**src/rtl/sbag_pkg.sv**
```systemverilog
// Shared constants, register codes and types of the strided block address generator.
`timescale 1ns / 1ps

package sbag_pkg;

  // Sizing of the position counter.
  localparam int MAX_LEVELS = 3;
  localparam int COUNT_BITS = 16;

  // Fixed field and register widths.
  localparam int ADDR_W     = 48;
  localparam int LEN_W      = 31;
  localparam int CNT_REG_W  = 16;
  localparam int LVL_W      = 2;
  localparam int CFG_IDX_W  = 3;
  localparam int CFG_LEVELS = 3;

  // Stride levels that actually keep a digit.
  localparam int LEVELS = (MAX_LEVELS < CFG_LEVELS) ? MAX_LEVELS : CFG_LEVELS;

  // Width used when a digit is compared with a configured count.
  localparam int CMP_W = (COUNT_BITS > CNT_REG_W) ? COUNT_BITS : CNT_REG_W;

  // Width of one digit times one stride.
  localparam int PROD_W = COUNT_BITS + LEN_W;

  // Depth of the queue between front and back.
  localparam int QUEUE_DEPTH = 2;

  // Stream data widths, rounded up to whole bytes.
  localparam int IN_TDATA_W  = ((ADDR_W + 7) / 8) * 8;
  localparam int OUT_TDATA_W = ((ADDR_W + LEN_W + 7) / 8) * 8;

  // Configuration register indexes.
  typedef enum logic [CFG_IDX_W-1:0] {
    CFG_LEVEL_COUNT   = 3'd0,
    CFG_BLOCK_BYTES   = 3'd1,
    CFG_COUNT_LEVEL1  = 3'd2,
    CFG_COUNT_LEVEL2  = 3'd3,
    CFG_COUNT_LEVEL3  = 3'd4,
    CFG_STRIDE_LEVEL1 = 3'd5,
    CFG_STRIDE_LEVEL2 = 3'd6,
    CFG_STRIDE_LEVEL3 = 3'd7
  } cfg_index_e;

  // Settings the front part needs to run the digit counter.
  typedef struct packed {
    logic [LVL_W-1:0]                      level_count;
    logic [CFG_LEVELS-1:0][CNT_REG_W-1:0] counts;
  } front_cfg_t;

  // Per-level strides used by the back part.
  typedef logic [CFG_LEVELS-1:0][LEN_W-1:0] stride_set_t;

  // One classified item: digits of this block, masked to active levels.
  typedef struct packed {
    logic                                 last;
    logic [LEVELS-1:0][COUNT_BITS-1:0]   digits;
    logic [ADDR_W-1:0]                    base;
  } entry_t;

endpackage

```
**src/rtl/sbag_front.sv**
```systemverilog
// Front part: accepts items, keeps the position digits and runs the carry chain.
`timescale 1ns / 1ps

module sbag_front (
  input  logic                      clk_i,
  input  logic                      rst_ni,
  input  sbag_pkg::front_cfg_t      cfg_i,
  input  logic                      in_valid_i,
  input  logic                      in_restart_i,
  input  logic [sbag_pkg::ADDR_W-1:0] in_base_i,
  input  logic                      q_ready_i,
  output logic                      push_o,
  output sbag_pkg::entry_t          entry_o
);

  logic [sbag_pkg::LEVELS-1:0][sbag_pkg::COUNT_BITS-1:0] digit_q, digit_d;
  logic [sbag_pkg::LEVELS-1:0][sbag_pkg::COUNT_BITS-1:0] used;
  logic [sbag_pkg::CNT_REG_W-1:0]                        final_pos;
  logic [sbag_pkg::LVL_W-1:0]                            active;
  logic                                                  carry;

  assign push_o = in_valid_i && q_ready_i;

  // Levels in use, limited to the digits that exist.
  always_comb begin
    if (int'(cfg_i.level_count) > sbag_pkg::LEVELS) begin
      active = sbag_pkg::LVL_W'(sbag_pkg::LEVELS);
    end else begin
      active = cfg_i.level_count;
    end
  end

  // Restart, then the mixed-radix increment with level one as fastest digit.
  always_comb begin
    used      = in_restart_i ? '0 : digit_q;
    digit_d   = used;
    carry     = 1'b1;
    final_pos = '0;
    entry_o.base = in_base_i;
    for (int k = 0; k < sbag_pkg::LEVELS; k++) begin
      entry_o.digits[k] = (k < int'(active)) ? used[k] : '0;
      // A zero count behaves as a count of one.
      final_pos = (cfg_i.counts[k] == '0) ? '0 : cfg_i.counts[k] - 1'b1;
      if ((k < int'(active)) && carry) begin
        if (sbag_pkg::CMP_W'(used[k]) >= sbag_pkg::CMP_W'(final_pos)) begin
          digit_d[k] = '0;
        end else begin
          digit_d[k] = used[k] + 1'b1;
          carry      = 1'b0;
        end
      end
    end
    entry_o.last = carry;
  end

  // Digits move once per accepted item.
  always_ff @(posedge clk_i or negedge rst_ni) begin
    if (!rst_ni) begin
      digit_q <= '0;
    end else if (push_o) begin
      digit_q <= digit_d;
    end
  end

endmodule

```
**src/rtl/sbag_queue.sv**
```systemverilog
// Short queue of classified items between the front and the back part.
`timescale 1ns / 1ps

module sbag_queue (
  input  logic             clk_i,
  input  logic             rst_ni,
  input  logic             push_i,
  input  sbag_pkg::entry_t push_entry_i,
  output logic             not_full_o,
  output logic             not_empty_o,
  input  logic             pop_i,
  output sbag_pkg::entry_t pop_entry_o
);

  localparam int PtrW = (sbag_pkg::QUEUE_DEPTH > 1) ? $clog2(sbag_pkg::QUEUE_DEPTH) : 1;
  localparam int FillW = $clog2(sbag_pkg::QUEUE_DEPTH + 1);

  sbag_pkg::entry_t  slot_q [sbag_pkg::QUEUE_DEPTH];
  logic [PtrW-1:0]   wr_ptr_q, wr_ptr_d;
  logic [PtrW-1:0]   rd_ptr_q, rd_ptr_d;
  logic [FillW-1:0]  fill_q, fill_d;

  assign not_full_o  = (fill_q != FillW'(sbag_pkg::QUEUE_DEPTH));
  assign not_empty_o = (fill_q != '0);
  assign pop_entry_o = slot_q[rd_ptr_q];

  // Pointer and fill bookkeeping.
  always_comb begin
    wr_ptr_d = wr_ptr_q;
    rd_ptr_d = rd_ptr_q;
    fill_d   = fill_q;
    if (push_i) begin
      wr_ptr_d = (wr_ptr_q == PtrW'(sbag_pkg::QUEUE_DEPTH - 1)) ? '0 : wr_ptr_q + 1'b1;
    end
    if (pop_i) begin
      rd_ptr_d = (rd_ptr_q == PtrW'(sbag_pkg::QUEUE_DEPTH - 1)) ? '0 : rd_ptr_q + 1'b1;
    end
    if (push_i && !pop_i) begin
      fill_d = fill_q + 1'b1;
    end else if (pop_i && !push_i) begin
      fill_d = fill_q - 1'b1;
    end
  end

  always_ff @(posedge clk_i or negedge rst_ni) begin
    if (!rst_ni) begin
      wr_ptr_q <= '0;
      rd_ptr_q <= '0;
      fill_q   <= '0;
    end else begin
      wr_ptr_q <= wr_ptr_d;
      rd_ptr_q <= rd_ptr_d;
      fill_q   <= fill_d;
    end
  end

  // Item storage.
  always_ff @(posedge clk_i) begin
    if (push_i) begin
      slot_q[wr_ptr_q] <= push_entry_i;
    end
  end

endmodule

```
**src/rtl/sbag_back.sv**
```systemverilog
// Back part: multiplies digits by strides and sums the block address in three stages.
`timescale 1ns / 1ps

module sbag_back (
  input  logic                        clk_i,
  input  logic                        rst_ni,
  input  sbag_pkg::stride_set_t       strides_i,
  input  logic                        q_valid_i,
  input  sbag_pkg::entry_t            q_entry_i,
  output logic                        pop_o,
  output logic                        out_valid_o,
  input  logic                        out_ready_i,
  output logic [sbag_pkg::ADDR_W-1:0] out_addr_o,
  output logic                        out_last_o
);

  logic advance;

  // Stage one: one product per level.
  logic                                            v1_q;
  logic [sbag_pkg::LEVELS-1:0][sbag_pkg::PROD_W-1:0] prod_q;
  logic [sbag_pkg::ADDR_W-1:0]                     base1_q;
  logic                                            last1_q;

  // Stage two: two partial sums.
  logic                        v2_q;
  logic [sbag_pkg::ADDR_W-1:0] lo_q, hi_d, hi_q;
  logic                        last2_q;

  // Stage three: output register.
  logic                        v3_q;
  logic [sbag_pkg::ADDR_W-1:0] addr_q;
  logic                        last3_q;

  // The whole pipe moves whenever the output slot is free or being taken.
  assign advance     = !v3_q || out_ready_i;
  assign pop_o       = q_valid_i && advance;
  assign out_valid_o = v3_q;
  assign out_addr_o  = addr_q;
  assign out_last_o  = last3_q;

  // Sum of the upper products, all taken modulo the address width.
  always_comb begin
    hi_d = '0;
    for (int k = 1; k < sbag_pkg::LEVELS; k++) begin
      hi_d = hi_d + sbag_pkg::ADDR_W'(prod_q[k]);
    end
  end

  always_ff @(posedge clk_i or negedge rst_ni) begin
    if (!rst_ni) begin
      v1_q <= 1'b0;
      v2_q <= 1'b0;
      v3_q <= 1'b0;
    end else if (advance) begin
      v1_q <= pop_o;
      v2_q <= v1_q;
      v3_q <= v2_q;
    end
  end

  // Datapath registers.
  always_ff @(posedge clk_i) begin
    if (advance) begin
      for (int k = 0; k < sbag_pkg::LEVELS; k++) begin
        prod_q[k] <= sbag_pkg::PROD_W'(q_entry_i.digits[k]) *
                     sbag_pkg::PROD_W'(strides_i[k]);
      end
      base1_q <= q_entry_i.base;
      last1_q <= q_entry_i.last;
      lo_q    <= base1_q + sbag_pkg::ADDR_W'(prod_q[0]);
      hi_q    <= hi_d;
      last2_q <= last1_q;
      addr_q  <= lo_q + hi_q;
      last3_q <= last2_q;
    end
  end

endmodule

```
**src/rtl/strided_block_address_generator.sv**
```systemverilog
// Top level of the strided block address generator: configuration registers and stream ports.
`timescale 1ns / 1ps

// Each accepted item requests the next contiguous block of a strided pattern and yields one
// result item with the block address (base plus each level digit times its stride, modulo
// 2^48), the configured block length, and tlast on the final block of the pattern. Items are
// taken at one per cycle while the two-entry queue has room: the digit counter and its carry
// chain finish in the cycle an item is accepted, and the three stride products and their sum
// run through a three-stage pipeline behind the queue. Set tuser on an item to zero all level
// digits before that block. Write configuration only while no items are in flight.
module strided_block_address_generator (
  input  logic                             clk_i,
  input  logic                             rst_ni,
  // Configuration write port.
  input  logic                             cfg_we_i,
  input  logic [sbag_pkg::CFG_IDX_W-1:0]   cfg_index_i,
  input  logic [sbag_pkg::LEN_W-1:0]       cfg_wdata_i,
  // Input stream.
  input  logic                             s_axis_tvalid_i,
  output logic                             s_axis_tready_o,
  input  logic [sbag_pkg::IN_TDATA_W-1:0]  s_axis_tdata_i,   // base_address
  input  logic                             s_axis_tuser_i,   // restart
  // Output stream.
  output logic                             m_axis_tvalid_o,
  input  logic                             m_axis_tready_i,
  output logic [sbag_pkg::OUT_TDATA_W-1:0] m_axis_tdata_o,   // block_address, block_length
  output logic                             m_axis_tlast_o    // last_block
);

  logic [sbag_pkg::LVL_W-1:0]                                level_count_q;
  logic [sbag_pkg::LEN_W-1:0]                                block_bytes_q;
  logic [sbag_pkg::CFG_LEVELS-1:0][sbag_pkg::CNT_REG_W-1:0] counts_q;
  sbag_pkg::stride_set_t                                     strides_q;

  sbag_pkg::front_cfg_t        front_cfg;
  sbag_pkg::entry_t            push_entry;
  sbag_pkg::entry_t            pop_entry;
  logic                        push;
  logic                        pop;
  logic                        q_not_full;
  logic                        q_not_empty;
  logic [sbag_pkg::ADDR_W-1:0] out_addr;

  // Configuration register writes.
  always_ff @(posedge clk_i or negedge rst_ni) begin
    if (!rst_ni) begin
      level_count_q <= '0;
      block_bytes_q <= sbag_pkg::LEN_W'(1);
      for (int k = 0; k < sbag_pkg::CFG_LEVELS; k++) begin
        counts_q[k]  <= sbag_pkg::CNT_REG_W'(1);
        strides_q[k] <= '0;
      end
    end else if (cfg_we_i) begin
      unique case (sbag_pkg::cfg_index_e'(cfg_index_i))
        sbag_pkg::CFG_LEVEL_COUNT:   level_count_q <= cfg_wdata_i[sbag_pkg::LVL_W-1:0];
        sbag_pkg::CFG_BLOCK_BYTES:   block_bytes_q <= cfg_wdata_i;
        sbag_pkg::CFG_COUNT_LEVEL1:  counts_q[0]   <= cfg_wdata_i[sbag_pkg::CNT_REG_W-1:0];
        sbag_pkg::CFG_COUNT_LEVEL2:  counts_q[1]   <= cfg_wdata_i[sbag_pkg::CNT_REG_W-1:0];
        sbag_pkg::CFG_COUNT_LEVEL3:  counts_q[2]   <= cfg_wdata_i[sbag_pkg::CNT_REG_W-1:0];
        sbag_pkg::CFG_STRIDE_LEVEL1: strides_q[0]  <= cfg_wdata_i;
        sbag_pkg::CFG_STRIDE_LEVEL2: strides_q[1]  <= cfg_wdata_i;
        sbag_pkg::CFG_STRIDE_LEVEL3: strides_q[2]  <= cfg_wdata_i;
        default: begin
        end
      endcase
    end
  end

  assign front_cfg.level_count = level_count_q;
  assign front_cfg.counts      = counts_q;
  assign s_axis_tready_o       = q_not_full;

  sbag_front u_front (
    .clk_i        (clk_i),
    .rst_ni       (rst_ni),
    .cfg_i        (front_cfg),
    .in_valid_i   (s_axis_tvalid_i),
    .in_restart_i (s_axis_tuser_i),
    .in_base_i    (s_axis_tdata_i[sbag_pkg::ADDR_W-1:0]),
    .q_ready_i    (q_not_full),
    .push_o       (push),
    .entry_o      (push_entry)
  );

  sbag_queue u_queue (
    .clk_i        (clk_i),
    .rst_ni       (rst_ni),
    .push_i       (push),
    .push_entry_i (push_entry),
    .not_full_o   (q_not_full),
    .not_empty_o  (q_not_empty),
    .pop_i        (pop),
    .pop_entry_o  (pop_entry)
  );

  sbag_back u_back (
    .clk_i       (clk_i),
    .rst_ni      (rst_ni),
    .strides_i   (strides_q),
    .q_valid_i   (q_not_empty),
    .q_entry_i   (pop_entry),
    .pop_o       (pop),
    .out_valid_o (m_axis_tvalid_o),
    .out_ready_i (m_axis_tready_i),
    .out_addr_o  (out_addr),
    .out_last_o  (m_axis_tlast_o)
  );

  // The user must keep block length static while items are in flight; the block does not enforce it.
  assign m_axis_tdata_o = {
    {(sbag_pkg::OUT_TDATA_W - sbag_pkg::ADDR_W - sbag_pkg::LEN_W){1'b0}},
    block_bytes_q,
    out_addr
  };

endmodule

```
**config.mk**
```make
export PLATFORM = sky130hd
export DESIGN_NAME = strided_block_address_generator
export DESIGN_NICKNAME = d
export VERILOG_FILES = /design/src/rtl/sbag_pkg.sv /design/src/rtl/sbag_front.sv /design/src/rtl/sbag_queue.sv /design/src/rtl/sbag_back.sv /design/src/rtl/strided_block_address_generator.sv
export SDC_FILE = /design/constraint.sdc
export NUM_CORES = 2
export LEC_CHECK = 0
export ABC_AREA = 1
export BUFFER_PORTS_ARGS = -buffer_cell sky130_fd_sc_hd__buf_2
export CELL_PAD_IN_SITES_DETAIL_PLACEMENT = 0
export CELL_PAD_IN_SITES_GLOBAL_PLACEMENT = 1
export CORE_MARGIN = 2
export CORE_UTILIZATION = 49
export CTS_CLUSTER_DIAMETER = 100
export DETAILED_ROUTE_END_ITERATION = 10
export HOLD_SLACK_MARGIN = 0.1
export PLACE_DENSITY = 0.86
export RECOVER_POWER = 50
export SYNTH_ARGS = -nofsm -noshare
export SYNTH_HDL_FRONTEND = slang
export SYNTH_HIERARCHICAL = 1
export SYNTH_SLANG_ARGS = --single-unit
```
**constraint.sdc**
```tcl
create_clock -name clk_i -period 9.4 [get_ports clk_i]
set_input_delay 1.88 -clock clk_i [delete_from_list [all_inputs] [get_ports clk_i]]
set_output_delay 1.88 -clock clk_i [all_outputs]
set_load 0.1 [all_outputs]
```
==> results.py <==
metrics = {
    "outcome": {
        "status": "complete, but fails checks",
        "violations": "max-capacitance violations, max-slew violations",
    },
    "drt": {
        "drt_iter0_drc": 6078,
        "firstDrtPassIters": 6,
        "vias": 76600,
        "routedWlPerCell_um": 18.9,
        "route.antenna.remaining_nets": 0,
        "routed_via_density": 5.11,
        "wl_mm": 284,
        "drc": 0,
    },
    "clocking": {
        "ctsLongestPathBuffers": 3,
        "cts_tree": "yes",
        "cts_root_buffer": "clkbuf_16",
        "cts_buffers": 87,
        "insertion_delay_ns": 0.76,
        "hold_buffers": 0,
        "cts_setup_buffers": 0,
        "cts.repair.resized": 0,
        "path_clk_slew_ns": 0.06,
        "cts_htree_levels": 3,
        "clkSinkCount": 759,
    },
    "synth": {
        "ys_seq_area_frac": 0.228,
        "synthDistinctLibCells": 50,
        "synthSimpleGateAreaFrac": 0.246,
        "postSynthNetCount": 14400,
        "synth_compound_area_frac": 0.0192,
        "synthAdderAreaFrac": 0.329,
        "synth_area_mm2": 0.0950,
        "synth_top_family_by_area": "adder cells",
        "synth-xor-area-share": 0.0188,
        "yosysTopAreaCellShare": 0.256,
        "synthCells": 12600,
        "async_reset_ff_frac": 0.302,
        "synth_area_leaders": "fa_1 (26%), nand2_1 (18%), edfxtp_1 (17%)",
        "synthFlopType": "edfxtp_1",
        "synth_mux_area_frac": 0.0123,
        "synth.largest_area_cell": "fa_1",
        "ys_ff_latch": 759,
        "yosys_warnings": 6,
        "synth_edf_count": 530,
        "synth.avg_cell_area_um2": 7.55,
    },
    "floorplan": {
        "io_pins": 171,
        "die_area_mm2": 0.197,
        "core-area_mm2": 0.193,
        "start_util": 0.493,
        "rows": 161,
        "fp.dieW_um": 444,
        "die_h_um": 444,
    },
    "finish": {
        "nets": 14300,
        "fillers": 18600,
        "final_common_cell": "nand2_1",
        "drive_gt1_frac": 0.0498,
        "syn2layout_area_growth_pct": 5.26,
        "layout_common_cells": "nand2_1 (4444), inv_1 (3135), fa_1 (1215), nor2_1 (595), ha_1 (555)",
    },
    "global_route": {
        "grt_pass1_wl_mm": 442,
        "grt_pass1_vias": 78400,
        "overflow": 0,
        "grt_antenna_before_repair": 9,
        "grtUsageTotal": 0.289,
        "grt_start_max_net_pins": 172,
    },
    "placed_design": {
        "port_buffers": 169,
        "gp_congestion": 0.991,
        "dp_hpwl_mm": 223,
    },
    "setup_path": {
        "crit_type": "reg -> reg",
        "endpoint_kind": "flop",
        "required_ns": 9.87,
        "r2r_slack_ns": 2.19,
        "crit_path_max_fanout": 51,
        "cp.arrival_ns": 7.68,
        "cp-start-kind": "flop",
    },
    "timing": {
        "fmax_mhz": 139,
        "rsz0062_at_grt": "false",
        "drv_slew": 533,
        "hold_viol_final": 0,
        "min_period_ns": 7.21,
        "finalCritPeriodShare": 0.767,
        "slew_headroom": -2.79,
        "setup_viol": 0,
        "fin_tns_setup_ns": 0,
        "clock_skew_ns": 0.0501,
        "worst_pin_slew_ns": 5.69,
    },
    "hold_path": {
        "hp-class": "reg -> reg",
    },
    "job": {
        "max-cap-violations": 11,
    },
}
layout make-up:
cell class | instances | area, um^2 | area share
Tap cell | 2526 | 3160 | 0.0316
Antenna cell | 4 | 10.0 | 0.000100
Inverter | 3176 | 11900 | 0.119
Sequential cell | 759 | 21700 | 0.217
Clock inverter | 55 | 724 | 0.00724
Timing Repair Buffer | 196 | 992 | 0.00992
Multi-Input combinational cell | 8179 | 59200 | 0.592
Clock buffer | 105 | 2300 | 0.0230
through the flow:
stage | util | hold WS (ns) | setup WS, ns | cell area (um^2) | cells
6_report | 0.519 | 0.429 | 2.19 | 100000 | 15000
5_1_grt | 0.519 | 0.456 | 1.29 | 100000 | 15000
4_1_cts | 0.521 | 0.427 | 2.24 | 100000 | 15000
3_5_place_dp | 0.505 | 0.415 | 2.30 | 97200 | 14800
3_3_place_gp | 0.505 | 0.404 | 2.33 | 97200 | 14800
2_1_floorplan | - | 0.400 | 1.81 | 95000 | 12600
final timing paths:
path | depth (start not counted) | end | from
hold / removal | 0 | u_back/out_last_o | u_back/last2_q
min in group asynchronous | 1 | counts_q[28] | rst_ni
max in group asynchronous | 2 | strides_q[81] | rst_ni
setup / recovery | 21 | u_back/prod_q[127] | u_queue/rd_ptr_q
setup reg to reg | 21 | u_back/prod_q[127] | u_queue/rd_ptr_q
hold reg to reg | 0 | u_back/out_last_o | u_back/last2_q
flip-flops by register name, summed over array words and instances (netlist names), 31 cells and up:
| name | cells |
|---|---|
| u_queue/slot_q | 194 |
| u_front/digit_q | 48 |
| block_bytes_q | 31 |
| u_back/out_addr_o | 48 |
| u_back/hi_q | 48 |
| u_back/prod_q | 141 |
| u_back/lo_q | 48 |
| counts_q | 48 |
| u_back/base1_q | 48 |
| strides_q | 93 |
layer usage:
layer	up-vias	GRT usage	routed length, um
met5	-	0	33
met1	37100	0.392	122000
met3	453	0.0493	20500
li1	36200	-	-
met4	4	0.107	11100
met2	2823	0.467	130000
cell usage after synthesis (2+ instances only):
cell and instances:
ha_1 555, o211ai_1 4, nor2_4 17, inv_1 3136, nor2_1 585, o21bai_1 31, nand2_2 41, buf_1 9
nand3_1 360, clkbuf_1 352, buf_2 42, buf_6 7, o21ai_1 4, nor3_1 55, nor3_2 9, mux2_2 77
nand3b_1 12, edfxtp_1 530, a31oi_1 15, mux2_4 20, dfstp_2 4, buf_4 52, inv_2 39, nor4_1 16
nand2b_1 4, o21ai_0 46, a21o_1 5, nor2_2 99, nand3_2 45, nand2_1 4444, or2_2 11, nand4_1 54
a22oi_1 9, xnor2_1 37, a21oi_1 214, fa_1 1215, dfrtp_1 225, or2_1 7, xor2_1 167, o21a_1 2
and2_1 11
cell families (layout without fill, tap and decap cells):
group | after synthesis | in the layout
other cells | 1 | 5
xor+xnor | 204 | 204
fa+ha+maj | 1770 | 1770
compound gates | 333 | 333
mux | 97 | 97
buf+inv | 3638 | 3532
simple gates | 5774 | 5774
flops | 759 | 759
critical path, cell delays in order (launching register included):
cell and delay (ns):
dfrtp_4 0.97, mux2_2 0.85, nand2_1 0.18, fa_1 0.55, fa_1 0.53, fa_1 0.54
inv_1 0.07, fa_1 0.49, fa_1 0.49, inv_1 0.05, fa_1 0.48, inv_1 0.04
ha_1 0.48, nand2_1 0.16, nor2_1 0.22, nand2_1 0.11, nor2_1 0.12, nand2_1 0.07
nand3_2 0.12, nand2_1 0.09, nand3_1 0.08, nand2_1 0.11
Power is left out: the tool's default activity adds up to more than one toggle a clock period on the data nets, which glitch-free logic cannot reach.
